==> src/hw/rtl/blac_pkg.sv <==
// Shared types, constants and register codes for the block-level audio compressor.
// No dependencies; the front end, back end, top level and checker import this package.
package blac_pkg;

    localparam int BLOCK_SIZE_DEF  = 64;
    localparam int SAMPLE_BITS_DEF = 16;
    localparam int QUEUE_DEPTH     = 4;

    localparam int GAIN_W     = 16;
    localparam int RATIO_W    = 16;
    localparam int THR_W      = 15;
    localparam int REL_W      = 16;
    localparam int GAIN_FRAC  = 12;
    localparam int RATIO_FRAC = 16;

    localparam int CFG_IDX_W  = 3;
    localparam int CFG_DATA_W = 16;

    localparam logic [CFG_IDX_W-1:0] CFG_IDX_IN_GAIN  = 3'd0;
    localparam logic [CFG_IDX_W-1:0] CFG_IDX_OUT_GAIN = 3'd1;
    localparam logic [CFG_IDX_W-1:0] CFG_IDX_THR      = 3'd2;
    localparam logic [CFG_IDX_W-1:0] CFG_IDX_RATIO    = 3'd3;
    localparam logic [CFG_IDX_W-1:0] CFG_IDX_MODE     = 3'd4;
    localparam logic [CFG_IDX_W-1:0] CFG_IDX_REL_LEN  = 3'd5;

    typedef struct packed {
        logic [GAIN_W-1:0]  in_gain;
        logic [GAIN_W-1:0]  out_gain;
        logic [THR_W-1:0]   thr;
        logic [RATIO_W-1:0] ratio;
        logic               mode;      // 0 peak, 1 mean square
        logic [REL_W-1:0]   rel_len;
    } t_cfg;

    localparam t_cfg CFG_RESET = '{
        in_gain:  16'd4096,
        out_gain: 16'd4096,
        thr:      15'd32767,
        ratio:    16'd32768,
        mode:     1'b0,
        rel_len:  16'd4800
    };

    // per-item tags carried through the queue
    typedef struct packed {
        logic keep;   // sample goes into the block store
        logic last;   // final sample of the block
    } t_item_ctl;

    typedef enum logic [1:0] {
        M_OFF     = 2'd0,
        M_ACTIVE  = 2'd1,
        M_RELEASE = 2'd2
    } t_mode;

    typedef enum logic [1:0] {
        F_IDLE,
        F_MUL,
        F_PUSH
    } t_fstate;

    typedef enum logic [3:0] {
        B_IDLE,
        B_SQ,
        B_ACC,
        B_THR,
        B_LIM,
        B_CMP,
        B_RD,
        B_EXC,
        B_CM,
        B_BL1,
        B_BL2,
        B_BL3,
        B_DIV,
        B_OG,
        B_OUT
    } t_bstate;

endpackage

==> src/hw/rtl/blac_fifo.sv <==
// Short item queue between the front and back of the compressor.
// Depends on nothing but its parameters.
module blac_fifo #(
    parameter int W     = 18,
    parameter int DEPTH = 4
) (
    input  logic         i_clk,
    input  logic         i_rst_n,
    input  logic         i_wr,
    input  logic [W-1:0] i_wdata,
    output logic         o_full,
    input  logic         i_rd,
    output logic [W-1:0] o_rdata,
    output logic         o_empty
);
    localparam int AW = $clog2(DEPTH);
    localparam int CW = $clog2(DEPTH + 1);

    logic [W-1:0]  r_mem [DEPTH];
    logic [AW-1:0] r_wp, r_rp;
    logic [CW-1:0] r_cnt;
    logic          do_wr, do_rd;

    assign o_full  = (r_cnt == CW'(DEPTH));
    assign o_empty = (r_cnt == '0);
    assign do_wr   = i_wr && !o_full;
    assign do_rd   = i_rd && !o_empty;
    assign o_rdata = r_mem[r_rp];

    always_ff @(posedge i_clk) begin
        if (!i_rst_n) begin
            r_wp  <= '0;
            r_rp  <= '0;
            r_cnt <= '0;
        end else begin
            if (do_wr) begin
                r_wp <= (r_wp == AW'(DEPTH - 1)) ? '0 : AW'(r_wp + 1'b1);
            end
            if (do_rd) begin
                r_rp <= (r_rp == AW'(DEPTH - 1)) ? '0 : AW'(r_rp + 1'b1);
            end
            if (do_wr && !do_rd) begin
                r_cnt <= CW'(r_cnt + 1'b1);
            end else if (do_rd && !do_wr) begin
                r_cnt <= CW'(r_cnt - 1'b1);
            end
        end
    end

    always_ff @(posedge i_clk) begin
        if (do_wr) begin
            r_mem[r_wp] <= i_wdata;
        end
    end

endmodule

==> src/hw/rtl/blac_front.sv <==
// Front end: accepts samples, applies the saturating input gain and tags each item
// as stored or dropped before it enters the queue. Uses blac_pkg.
module blac_front
    import blac_pkg::*;
#(
    parameter int BLOCK_SIZE  = BLOCK_SIZE_DEF,
    parameter int SAMPLE_BITS = SAMPLE_BITS_DEF
) (
    input  logic                          i_clk,
    input  logic                          i_rst_n,
    input  logic                          i_push,
    output logic                          o_full,
    input  logic signed [SAMPLE_BITS-1:0] i_sample_in,
    input  logic                          i_block_end,
    input  logic [GAIN_W-1:0]             i_in_gain,
    output logic                          o_q_wr,
    input  logic                          i_q_full,
    output logic signed [SAMPLE_BITS-1:0] o_q_x,
    output t_item_ctl                     o_q_ctl
);
    localparam int SB = SAMPLE_BITS;
    localparam int PW = SB + GAIN_W;
    localparam int CW = $clog2(BLOCK_SIZE + 1);
    localparam logic [PW-1:0] LIM_NEG = PW'(1) << (SB - 1);
    localparam logic [PW-1:0] LIM_POS = LIM_NEG - 1'b1;
    localparam logic [PW-1:0] RND_HALF = PW'(1) << (GAIN_FRAC - 1);

    t_fstate       r_state, n_state;
    logic          r_neg, r_last;
    logic [SB-1:0] r_mag;
    logic [PW-1:0] r_prod;
    logic [CW-1:0] r_cnt;
    logic          accept;
    logic [SB-1:0] s_u;
    logic [PW-1:0] rnd;
    logic [SB-1:0] sat_mag;

    assign s_u     = i_sample_in;
    assign accept  = i_push && !o_full;
    assign rnd     = (r_prod + RND_HALF) >> GAIN_FRAC;
    assign sat_mag = r_neg ? ((rnd > LIM_NEG) ? LIM_NEG[SB-1:0] : rnd[SB-1:0])
                           : ((rnd > LIM_POS) ? LIM_POS[SB-1:0] : rnd[SB-1:0]);
    assign o_q_x        = r_neg ? $signed(~sat_mag + 1'b1) : $signed(sat_mag);
    assign o_q_ctl.keep = (r_cnt < CW'(BLOCK_SIZE));
    assign o_q_ctl.last = r_last;

    // next state
    always_comb begin
        n_state = r_state;
        case (r_state)
            F_IDLE: begin
                if (i_push) n_state = F_MUL;
            end
            F_MUL:  n_state = F_PUSH;
            F_PUSH: begin
                if (!i_q_full) n_state = F_IDLE;
            end
            default: n_state = F_IDLE;
        endcase
    end

    // outputs
    always_comb begin
        o_full = 1'b1;
        o_q_wr = 1'b0;
        case (r_state)
            F_IDLE:  o_full = 1'b0;
            F_PUSH:  o_q_wr = !i_q_full;
            default: ;
        endcase
    end

    always_ff @(posedge i_clk) begin
        if (!i_rst_n) begin
            r_state <= F_IDLE;
            r_cnt   <= '0;
        end else begin
            r_state <= n_state;
            if (o_q_wr) begin
                if (r_last) begin
                    r_cnt <= '0;
                end else if (o_q_ctl.keep) begin
                    r_cnt <= CW'(r_cnt + 1'b1);
                end
            end
        end
    end

    always_ff @(posedge i_clk) begin
        if (accept) begin
            r_neg  <= s_u[SB-1];
            r_mag  <= s_u[SB-1] ? SB'(~s_u + 1'b1) : s_u;
            r_last <= i_block_end;
        end
        if (r_state == F_MUL) begin
            r_prod <= r_mag * i_in_gain;
        end
    end

endmodule

==> src/hw/rtl/blac_div.sv <==
// Restoring divider, one quotient bit per cycle, for the release blend.
// Needs the numerator's upper part below the divisor. Depends on nothing else.
module blac_div #(
    parameter int Q_W = 16,
    parameter int D_W = 16
) (
    input  logic               i_clk,
    input  logic               i_rst_n,
    input  logic               i_start,
    input  logic [Q_W+D_W-1:0] i_num,
    input  logic [D_W-1:0]     i_den,
    output logic               o_done,
    output logic [Q_W-1:0]     o_quot
);
    localparam int NW = $clog2(Q_W + 1);

    logic           r_busy, r_done;
    logic [NW-1:0]  r_cnt;
    logic [D_W-1:0] r_rem, r_den;
    logic [Q_W-1:0] r_q;
    logic [D_W:0]   trial;
    logic           ge;

    assign trial  = {r_rem, r_q[Q_W-1]};
    assign ge     = (trial >= {1'b0, r_den});
    assign o_done = r_done;
    assign o_quot = r_q;

    always_ff @(posedge i_clk) begin
        if (!i_rst_n) begin
            r_busy <= 1'b0;
            r_done <= 1'b0;
        end else begin
            r_done <= 1'b0;
            if (i_start) begin
                r_busy <= 1'b1;
            end else if (r_busy && r_cnt == NW'(1)) begin
                r_busy <= 1'b0;
                r_done <= 1'b1;
            end
        end
    end

    always_ff @(posedge i_clk) begin
        if (i_start) begin
            r_rem <= i_num[Q_W+D_W-1:Q_W];
            r_q   <= i_num[Q_W-1:0];
            r_den <= i_den;
            r_cnt <= NW'(Q_W);
        end else if (r_busy) begin
            r_rem <= ge ? D_W'(trial - {1'b0, r_den}) : trial[D_W-1:0];
            r_q   <= {r_q[Q_W-2:0], ge};
            r_cnt <= NW'(r_cnt - 1'b1);
        end
    end

endmodule

==> src/hw/rtl/blac_back.sv <==
// Back end: block store, level detector, threshold test and the per-sample
// compress / release / output-gain sequence. Uses blac_pkg and blac_div.
module blac_back
    import blac_pkg::*;
#(
    parameter int BLOCK_SIZE  = BLOCK_SIZE_DEF,
    parameter int SAMPLE_BITS = SAMPLE_BITS_DEF
) (
    input  logic                          i_clk,
    input  logic                          i_rst_n,
    input  logic                          i_q_empty,
    output logic                          o_q_pop,
    input  logic signed [SAMPLE_BITS-1:0] i_q_x,
    input  t_item_ctl                     i_q_ctl,
    input  t_cfg                          i_cfg,
    output logic                          o_res_empty,
    input  logic                          i_res_pop,
    output logic signed [SAMPLE_BITS-1:0] o_sample_out,
    output logic                          o_last_out
);
    localparam int SB    = SAMPLE_BITS;
    localparam int AW    = $clog2(BLOCK_SIZE);
    localparam int CW    = $clog2(BLOCK_SIZE + 1);
    localparam int MA_W  = (SB > 2 * THR_W) ? SB : 2 * THR_W;
    localparam int MB_W  = (SB > REL_W) ? SB : REL_W;
    localparam int PW    = MA_W + MB_W;
    localparam int ACC_W = 2 * SB - 2 + CW;
    localparam int VW    = (SB > THR_W) ? SB : THR_W;
    localparam int NUM_W = SB + REL_W;
    localparam int CMPW  = (ACC_W > PW) ? ACC_W : PW;
    localparam logic [PW-1:0] LIM_NEG   = PW'(1) << (SB - 1);
    localparam logic [PW-1:0] LIM_POS   = LIM_NEG - 1'b1;
    localparam logic [PW-1:0] GAIN_HALF = PW'(1) << (GAIN_FRAC - 1);
    localparam logic [PW-1:0] RAT_HALF  = PW'(1) << (RATIO_FRAC - 1);

    t_bstate          r_state, n_state;
    logic [SB-1:0]    mem [BLOCK_SIZE];
    logic [SB-1:0]    r_rdata;
    logic [CW-1:0]    r_fill, r_k;
    logic [ACC_W-1:0] r_acc;
    logic [SB-1:0]    r_mag, r_m, r_cm, r_rm;
    t_item_ctl        r_ctl;
    logic [PW-1:0]    r_prod;
    logic             r_above, r_neg, r_over;
    logic [NUM_W-1:0] r_num;
    t_mode            r_mode;
    logic [REL_W-1:0] r_elapsed;
    logic             r_ovalid, r_olast;
    logic [SB-1:0]    r_osample;

    logic [SB-1:0]    qx_u, q_mag, rd_mag, ex, cm_v, sat_mag, res;
    logic             rd_neg, over_c, need_blend, blk_last, out_free, out_load;
    logic [PW-1:0]    rnd_out;
    logic [MA_W-1:0]  mul_a;
    logic [MB_W-1:0]  mul_b;
    logic             mul_en, div_start, div_done;
    logic [NUM_W-1:0] div_num;
    logic [SB-1:0]    div_quot;

    assign qx_u    = i_q_x;
    assign q_mag   = qx_u[SB-1] ? SB'(~qx_u + 1'b1) : qx_u;
    assign rd_neg  = r_rdata[SB-1];
    assign rd_mag  = rd_neg ? SB'(~r_rdata + 1'b1) : r_rdata;
    assign over_c  = (VW'(rd_mag) > VW'(i_cfg.thr));
    assign ex      = SB'(VW'(rd_mag) - VW'(i_cfg.thr));
    assign cm_v    = r_over ? SB'(VW'(i_cfg.thr) + VW'((r_prod + RAT_HALF) >> RATIO_FRAC))
                            : r_m;
    assign need_blend = (r_mode == M_RELEASE) && (r_elapsed < i_cfg.rel_len) && r_over;
    assign blk_last   = (CW'(r_k + 1'b1) == r_fill);
    assign div_num    = r_num + NUM_W'(r_prod) + NUM_W'(i_cfg.rel_len >> 1);

    assign rnd_out = (r_prod + GAIN_HALF) >> GAIN_FRAC;
    assign sat_mag = r_neg ? ((rnd_out > LIM_NEG) ? LIM_NEG[SB-1:0] : rnd_out[SB-1:0])
                           : ((rnd_out > LIM_POS) ? LIM_POS[SB-1:0] : rnd_out[SB-1:0]);
    assign res      = r_neg ? SB'(~sat_mag + 1'b1) : sat_mag;
    assign out_free = !r_ovalid || i_res_pop;

    assign o_res_empty  = !r_ovalid;
    assign o_sample_out = $signed(r_osample);
    assign o_last_out   = r_olast;

    blac_div #(
        .Q_W(SB),
        .D_W(REL_W)
    ) u_div (
        .i_clk   (i_clk),
        .i_rst_n (i_rst_n),
        .i_start (div_start),
        .i_num   (div_num),
        .i_den   (i_cfg.rel_len),
        .o_done  (div_done),
        .o_quot  (div_quot)
    );

    // next state
    always_comb begin
        n_state = r_state;
        case (r_state)
            B_IDLE: begin
                if (!i_q_empty) n_state = B_SQ;
            end
            B_SQ:  n_state = B_ACC;
            B_ACC: n_state = r_ctl.last ? B_THR : B_IDLE;
            B_THR: n_state = B_LIM;
            B_LIM: n_state = B_CMP;
            B_CMP: n_state = B_RD;
            B_RD:  n_state = B_EXC;
            B_EXC: n_state = B_CM;
            B_CM:  n_state = need_blend ? B_BL1 : B_OG;
            B_BL1: n_state = B_BL2;
            B_BL2: n_state = B_BL3;
            B_BL3: n_state = B_DIV;
            B_DIV: begin
                if (div_done) n_state = B_OG;
            end
            B_OG:  n_state = B_OUT;
            B_OUT: begin
                if (out_free) n_state = blk_last ? B_IDLE : B_RD;
            end
            default: n_state = B_IDLE;
        endcase
    end

    // outputs: queue pop, shared multiplier operands, divider start, result load
    always_comb begin
        o_q_pop   = 1'b0;
        mul_a     = '0;
        mul_b     = '0;
        mul_en    = 1'b0;
        div_start = 1'b0;
        out_load  = 1'b0;
        case (r_state)
            B_IDLE: o_q_pop = !i_q_empty;
            B_SQ: begin
                mul_a  = MA_W'(r_mag);
                mul_b  = MB_W'(r_mag);
                mul_en = 1'b1;
            end
            B_THR: begin
                mul_a  = MA_W'(i_cfg.thr);
                mul_b  = MB_W'(i_cfg.thr);
                mul_en = 1'b1;
            end
            B_LIM: begin
                // threshold^2 times sample count
                mul_a  = MA_W'(r_prod[2*THR_W-1:0]);
                mul_b  = MB_W'(r_fill);
                mul_en = 1'b1;
            end
            B_EXC: begin
                mul_a  = MA_W'(ex);
                mul_b  = MB_W'(i_cfg.ratio);
                mul_en = 1'b1;
            end
            B_BL1: begin
                mul_a  = MA_W'(r_cm);
                mul_b  = MB_W'(i_cfg.rel_len - r_elapsed);
                mul_en = 1'b1;
            end
            B_BL2: begin
                mul_a  = MA_W'(r_m);
                mul_b  = MB_W'(r_elapsed);
                mul_en = 1'b1;
            end
            B_BL3: div_start = 1'b1;
            B_OG: begin
                mul_a  = MA_W'(r_rm);
                mul_b  = MB_W'(i_cfg.out_gain);
                mul_en = 1'b1;
            end
            B_OUT: out_load = out_free;
            default: ;
        endcase
    end

    // control state
    always_ff @(posedge i_clk) begin
        if (!i_rst_n) begin
            r_state   <= B_IDLE;
            r_fill    <= '0;
            r_acc     <= '0;
            r_mode    <= M_OFF;
            r_elapsed <= '0;
            r_ovalid  <= 1'b0;
        end else begin
            r_state <= n_state;

            if (o_q_pop && i_q_ctl.keep) begin
                r_fill <= CW'(r_fill + 1'b1);
            end

            if (r_state == B_ACC && r_ctl.keep) begin
                if (i_cfg.mode) begin
                    r_acc <= r_acc + ACC_W'(r_prod);
                end else if (ACC_W'(r_mag) > r_acc) begin
                    r_acc <= ACC_W'(r_mag);
                end
            end

            if (r_state == B_CM) begin
                case (r_mode)
                    M_ACTIVE: begin
                        if (!r_above) begin
                            r_mode    <= M_RELEASE;
                            r_elapsed <= '0;
                        end
                    end
                    M_RELEASE: begin
                        if (r_elapsed < i_cfg.rel_len) begin
                            r_elapsed <= REL_W'(r_elapsed + 1'b1);
                        end else begin
                            r_mode    <= M_OFF;
                            r_elapsed <= '0;
                        end
                    end
                    default: begin
                        // off, and the unused code
                        if (r_above) begin
                            r_mode    <= M_ACTIVE;
                            r_elapsed <= '0;
                        end
                    end
                endcase
            end

            if (out_load && blk_last) begin
                r_fill <= '0;
                r_acc  <= '0;
            end

            if (out_load) begin
                r_ovalid <= 1'b1;
            end else if (i_res_pop) begin
                r_ovalid <= 1'b0;
            end
        end
    end

    // datapath
    always_ff @(posedge i_clk) begin
        r_rdata <= mem[r_k[AW-1:0]];
        if (o_q_pop) begin
            r_mag <= q_mag;
            r_ctl <= i_q_ctl;
            if (i_q_ctl.keep) begin
                mem[r_fill[AW-1:0]] <= qx_u;
            end
        end
        if (mul_en) begin
            r_prod <= mul_a * mul_b;
        end
        if (r_state == B_CMP) begin
            r_above <= i_cfg.mode ? (CMPW'(r_acc) > CMPW'(r_prod))
                                  : (r_acc > ACC_W'(i_cfg.thr));
            r_k     <= '0;
        end
        if (r_state == B_EXC) begin
            r_m    <= rd_mag;
            r_neg  <= rd_neg;
            r_over <= over_c;
        end
        if (r_state == B_CM) begin
            r_cm <= cm_v;
            if (r_mode == M_ACTIVE) begin
                r_rm <= r_over ? cm_v : r_m;
            end else begin
                r_rm <= r_m;
            end
        end
        if (r_state == B_BL2) begin
            r_num <= NUM_W'(r_prod);
        end
        if (r_state == B_DIV && div_done) begin
            r_rm <= div_quot;
        end
        if (out_load) begin
            r_osample <= res;
            r_olast   <= blk_last;
            r_k       <= CW'(r_k + 1'b1);
        end
    end

endmodule

==> src/hw/rtl/block_level_audio_compressor.sv <==
// Block-level hard-knee compressor, one channel: top level with the register file.
// Uses blac_pkg, blac_front, blac_fifo and blac_back.
//
// Samples enter through push/full; the front end captures each one, multiplies it by the
// input gain and writes it to the queue, and takes no new sample until that write is done.
// A 4-item queue feeds the back end, which stores, squares and accumulates each stored
// sample while a block is being collected. The item flagged block_end starts emission:
// the threshold test, then for each result a store read, excess multiply, mode step,
// output-gain multiply and result register. A result that falls in the release blend
// adds multiply/add steps and a pass through the bit-serial divider. The back end
// shares one multiplier. Input items are still taken during emission until the queue
// fills. The configuration port is always ready; write it only when the block is idle.
module block_level_audio_compressor
    import blac_pkg::*;
#(
    parameter int BLOCK_SIZE  = BLOCK_SIZE_DEF,
    parameter int SAMPLE_BITS = SAMPLE_BITS_DEF
) (
    input  logic                          i_clk,
    input  logic                          i_rst_n,
    input  logic                          push,
    output logic                          full,
    input  logic signed [SAMPLE_BITS-1:0] i_sample_in,
    input  logic                          i_block_end,
    output logic                          empty,
    input  logic                          pop,
    output logic signed [SAMPLE_BITS-1:0] o_sample_out,
    output logic                          o_last_out,
    input  logic                          i_cfg_valid,
    output logic                          o_cfg_ready,
    input  logic [CFG_IDX_W-1:0]          i_cfg_index,
    input  logic [CFG_DATA_W-1:0]         i_cfg_data
);
    localparam int QW = SAMPLE_BITS + 2;

    t_cfg                          r_cfg;
    logic                          q_wr, q_full, q_rd, q_empty;
    logic signed [SAMPLE_BITS-1:0] q_x_in, q_x_out;
    t_item_ctl                     q_ctl_in, q_ctl_out;
    logic [QW-1:0]                 q_rdata;

    assign o_cfg_ready = 1'b1;

    always_ff @(posedge i_clk) begin
        if (!i_rst_n) begin
            r_cfg <= CFG_RESET;
        end else if (i_cfg_valid && o_cfg_ready) begin
            case (i_cfg_index)
                CFG_IDX_IN_GAIN:  r_cfg.in_gain  <= i_cfg_data;
                CFG_IDX_OUT_GAIN: r_cfg.out_gain <= i_cfg_data;
                CFG_IDX_THR:      r_cfg.thr      <= i_cfg_data[THR_W-1:0];
                CFG_IDX_RATIO:    r_cfg.ratio    <= i_cfg_data;
                CFG_IDX_MODE:     r_cfg.mode     <= i_cfg_data[0];
                CFG_IDX_REL_LEN:  r_cfg.rel_len  <= i_cfg_data;
                default: ;
            endcase
        end
    end

    blac_front #(
        .BLOCK_SIZE  (BLOCK_SIZE),
        .SAMPLE_BITS (SAMPLE_BITS)
    ) u_front (
        .i_clk       (i_clk),
        .i_rst_n     (i_rst_n),
        .i_push      (push),
        .o_full      (full),
        .i_sample_in (i_sample_in),
        .i_block_end (i_block_end),
        .i_in_gain   (r_cfg.in_gain),
        .o_q_wr      (q_wr),
        .i_q_full    (q_full),
        .o_q_x       (q_x_in),
        .o_q_ctl     (q_ctl_in)
    );

    blac_fifo #(
        .W     (QW),
        .DEPTH (QUEUE_DEPTH)
    ) u_fifo (
        .i_clk   (i_clk),
        .i_rst_n (i_rst_n),
        .i_wr    (q_wr),
        .i_wdata ({q_ctl_in, q_x_in}),
        .o_full  (q_full),
        .i_rd    (q_rd),
        .o_rdata (q_rdata),
        .o_empty (q_empty)
    );

    assign q_ctl_out = t_item_ctl'(q_rdata[QW-1:SAMPLE_BITS]);
    assign q_x_out   = $signed(q_rdata[SAMPLE_BITS-1:0]);

    blac_back #(
        .BLOCK_SIZE  (BLOCK_SIZE),
        .SAMPLE_BITS (SAMPLE_BITS)
    ) u_back (
        .i_clk        (i_clk),
        .i_rst_n      (i_rst_n),
        .i_q_empty    (q_empty),
        .o_q_pop      (q_rd),
        .i_q_x        (q_x_out),
        .i_q_ctl      (q_ctl_out),
        .i_cfg        (r_cfg),
        .o_res_empty  (empty),
        .i_res_pop    (pop),
        .o_sample_out (o_sample_out),
        .o_last_out   (o_last_out)
    );

endmodule

==> config.mk <==
export PLATFORM = sky130hd
export DESIGN_NAME = block_level_audio_compressor
export DESIGN_NICKNAME = d
export VERILOG_FILES = /design/src/hw/rtl/blac_pkg.sv /design/src/hw/rtl/blac_fifo.sv /design/src/hw/rtl/blac_front.sv /design/src/hw/rtl/blac_div.sv /design/src/hw/rtl/blac_back.sv /design/src/hw/rtl/block_level_audio_compressor.sv
export SDC_FILE = /design/constraint.sdc
export NUM_CORES = 2
export LEC_CHECK = 0
export CAP_MARGIN = 5
export CORE_ASPECT_RATIO = 0.6
export CORE_MARGIN = 8
export CORE_UTILIZATION = 60
export CTS_CLUSTER_DIAMETER = 80
export DETAILED_ROUTE_END_ITERATION = 12
export DONT_BUFFER_PORTS = 1
export PLACE_DENSITY = 0.88
export SETUP_SLACK_MARGIN = 0.02
export SLEW_MARGIN = 20
export SYNTH_ARGS = -nofsm -noshare
export SYNTH_HDL_FRONTEND = slang
export SYNTH_SLANG_ARGS = --single-unit
==> constraint.sdc <==
create_clock -name i_clk -period 11.9 [get_ports i_clk]
set_input_delay 2.975 -clock i_clk [delete_from_list [all_inputs] [get_ports i_clk]]
set_output_delay 2.975 -clock i_clk [all_outputs]
set_load 0.01 [all_outputs]
==> results.sh <==
export IMPL_drc=0
export IMPL_clock_power_share_pct=23.7
export IMPL_setup_viol=0
export IMPL_cpMaxStageDelayCell="nand4_1"
export IMPL_die_w_um=524
export IMPL_sw_frac_of_total_pct=40.0
export IMPL_clockBufferDepth=3
export IMPL_combPwrFrac_pct=39.6
export IMPL_p_seq_share_pct=36.7
export IMPL_wl_met2_um=117000
export IMPL_synth_cell_type_count=90
export IMPL_synth_cells=7337
export IMPL_finClkSkew_ns=0.0512
export IMPL_numCtsBuffers=137
export IMPL_grt_max_degree=146
export IMPL_ys_seq_area_share_pct=47.8
export IMPL_wl_met1_um=107000
export IMPL_cts_sink_count=1542
export IMPL_finalHoldViolCount=0
export IMPL_crit_type="reg -> reg"
export IMPL_track_usage_pct=33.7
export IMPL_rsz0062_at_grt="no"
export IMPL_start_util_pct=60.1
export IMPL_dp_hpwl_um=201000
export IMPL_synth_ff_type="edfxtp_1"
export IMPL_relSlewSlack_pct=19.2
export IMPL_p_per_area_nw_per_um2=190
export IMPL_drive_gt1_share_pct=10.8
export IMPL_met3WireLength_um=48900
export IMPL_io_buffers=0
export IMPL_ys_ff_latch=1542
export IMPL_worstPathRequired_ns=12.44
export IMPL_vdd_drop_max_v=0.000242
export IMPL_p_int_mw=11.5
export IMPL_io_pins=61
export IMPL_worst_pin_slew_ns=1.21
export IMPL_finalWorstSetupSlack_ns=0.931
export IMPL_max_freq_ghz=0.0912
export IMPL_hold_class="reg -> reg"
export IMPL_cts_htree_levels=4
export IMPL_worstSkewPairLatency_ns=0.81
export IMPL_gp_congestion=1.03
export IMPL_avgSynthCellArea_um2=12.7
export IMPL_cts_resized=0
export IMPL_slew_violations=0
export IMPL_finalWirelength_um=285000
export IMPL_clockRootBuffer="clkbuf_16"
export IMPL_min_period_ns=10.97
export IMPL_core_area_um2=155000
export IMPL_dp_slack_ns=1.21
export IMPL_setup_tns_ns=0
export IMPL_cts_tree="yes"
export IMPL_path_clk_slew_ns=0.07
export IMPL_routedWlPerCell_um=29.5
export IMPL_grt_pass1_vias=63300
export IMPL_yosys_top_cells_area="edfxtp_1 (44%), fa_1 (13%), mux4_2 (8.6%), ha_1 (6.1%), dfxtp_1 (4.0%)"
export IMPL_final_common_cell="edfxtp_1"
export IMPL_area_growth_pct=8.39
export IMPL_p_sw_mw=7.67
export IMPL_cts_setup_buffers=0
export IMPL_cts_hold_buf=0
export IMPL_synth_top_area_share_pct=43.7
export IMPL_yosysTopAreaCell="edfxtp_1"
export IMPL_synth_edf_count=1354
export IMPL_grt_pass1_wl_um=420000
export IMPL_async_flop_share_pct=0
export IMPL_dieHeight_um=321
export IMPL_p_leak_nw=39.1
export IMPL_overflow=0
export IMPL_syn_area_um2=93000
export IMPL_cp_arrival_ns=11.51
export IMPL_drtIter0Drc=10100
export IMPL_top_layer="met5"
export IMPL_crit_top_cell="fa_1"
export IMPL_cpPeakStageDelay_ns=0.69
export IMPL_dr_pass1_iters=10
export IMPL_die_area_um2=168000
export IMPL_layout_common_cells="edfxtp_1 (1354), inv_1 (864), nand2_1 (787)"
export IMPL_cp_end_kind="flip-flop"
export IMPL_status="completed"
export IMPL_maxCapViolCount=0
export IMPL_ant_nets=0
export IMPL_yosys_warnings=0
export IMPL_fin_crit_sh_pct=92.2
export IMPL_via_count=64500
export IMPL_worstPathMaxFanout=12
export IMPL_rows=112
export IMPL_start_kind="flip-flop"
export IMPL_antenna_found_initial=26
export IMPL_via_per_inst=6.68
export IMPL_nets=8579
[final cells by class]
type | instances | area [um^2]
Fill cell | 10700 | 53900
Timing Repair Buffer | 186 | 1430
Sequential cell | 1542 | 44400
Multi-Input combinational cell | 4745 | 44700
Antenna cell | 9 | 22.5
Clock buffer | 166 | 3640
Clock inverter | 79 | 763
Tap cell | 2052 | 2570
Inverter | 868 | 3260
[synthesized netlist by cell type, types with 10 or more instances]
master,number
a2111oi_0,10
a211o_1,21
a211oi_1,27
a21boi_0,70
a21o_1,82
a21oi_1,226
a22oi_1,63
a31o_2,14
a31oi_1,22
and2_1,174
and3_1,46
and4_1,15
buf_1,34
clkbuf_1,260
dfxtp_1,188
edfxtp_1,1354
fa_1,605
ha_1,453
inv_1,864
mux2_2,18
mux2i_1,28
mux4_2,354
nand2_1,787
nand2b_1,49
nand3_1,118
nand3b_1,14
nand4_1,62
nor2_1,375
nor2b_1,65
nor3_1,73
nor3b_1,10
nor4_1,40
o2111ai_1,13
o211ai_1,33
o21a_1,41
o21ai_0,162
o21bai_1,32
o31ai_1,22
or2_2,16
or3_1,43
or4_1,13
xnor2_1,211
xor2_1,82
[cells by family (layout without fill, tap and decap cells)]
family	count (synthesis)	after routing	share of synthesized area (%)
buffers and inverters	1175	1299	4.78
adder cells (fa/ha/maj)	1058	1058	19.1
flip-flops	1542	1542	47.8
AND/OR/NAND/NOR	1925	1925	9.74
XOR/XNOR	293	293	2.76
multiplexers	400	400	9.09
other	2	136	0.00807
AO/OA/AOI/OAI	942	942	6.74
[path summary, 6_finish.rpt]
check / from / endpoint / slack (ns) / depth (start not counted)
min: r_cfg[0]$_SDFFE_PN0P_ / u_back.u_div.r_den[0]$_DFFE_PP_ / 0.45 / 0
max reg2reg: u_back.r_rdata[2]$_DFF_P_ / u_back.r_prod[37]$_DFFE_PP_ / 0.93 / 32
max: u_back.r_rdata[2]$_DFF_P_ / u_back.r_prod[37]$_DFFE_PP_ / 0.93 / 32
min reg2reg: r_cfg[0]$_SDFFE_PN0P_ / u_back.u_div.r_den[0]$_DFFE_PP_ / 0.45 / 0
[flip-flops by register name (all words and copies together) (netlist names), 21 cells and up, named ones only]
signal and count:
u_front.r_prod 21, u_fifo.r_mem 72, u_back.r_num 32, r_cfg 80, u_back.r_prod 46, u_back.r_acc 37
u_back.mem 1024
[power by group through the flow]
stage                     registers [mW]  logic (mW)  clock network, mW
final                               7.03        7.59               4.54
after global routing                7.02        8.13               4.71
after CTS                           6.99        7.13               4.53
after detailed placement            7.09        7.02                  0
after global placement              7.09        6.79                  0
after floorplan                     6.89        4.79                  0
[worst max-delay path: cells and delay by family (launching register included)]
family	cells	cell delay, ns
and+or+nand+nor	7	2.51
xor gates and xnor gates	2	0.40
adders and majority gates	8	3.83
DFF	1	0.39
buffers and inverters	4	0.22
AOI/OAI and AO/OA	11	3.36
[metal layers]
layer	global-route usage, %	up-vias
li1	-	26100
met1	48.5	31900
met2	46.8	5527
met3	13.7	878
met4	11.0	22
met5	0	-
[stage by stage]
| step | instances | cell area (um^2) | hold WS [ns] | power, mW | util, % |
|---|---|---|---|---|---|
| floorplan | 7462 | 93500 | 0.422 | 11.7 | - |
| global placement | 9392 | 96400 | 0.439 | 13.9 | 62.3 |
| detailed placement | 9393 | 96400 | 0.453 | 14.1 | 62.3 |
| CTS | 9638 | 101000 | 0.448 | 18.6 | 65.1 |
| global route | 9639 | 101000 | 0.475 | 19.9 | 65.2 |
| finish | 9647 | 101000 | 0.454 | 19.2 | 65.2 |
Note: power is estimated with default switching activity, not from simulation.
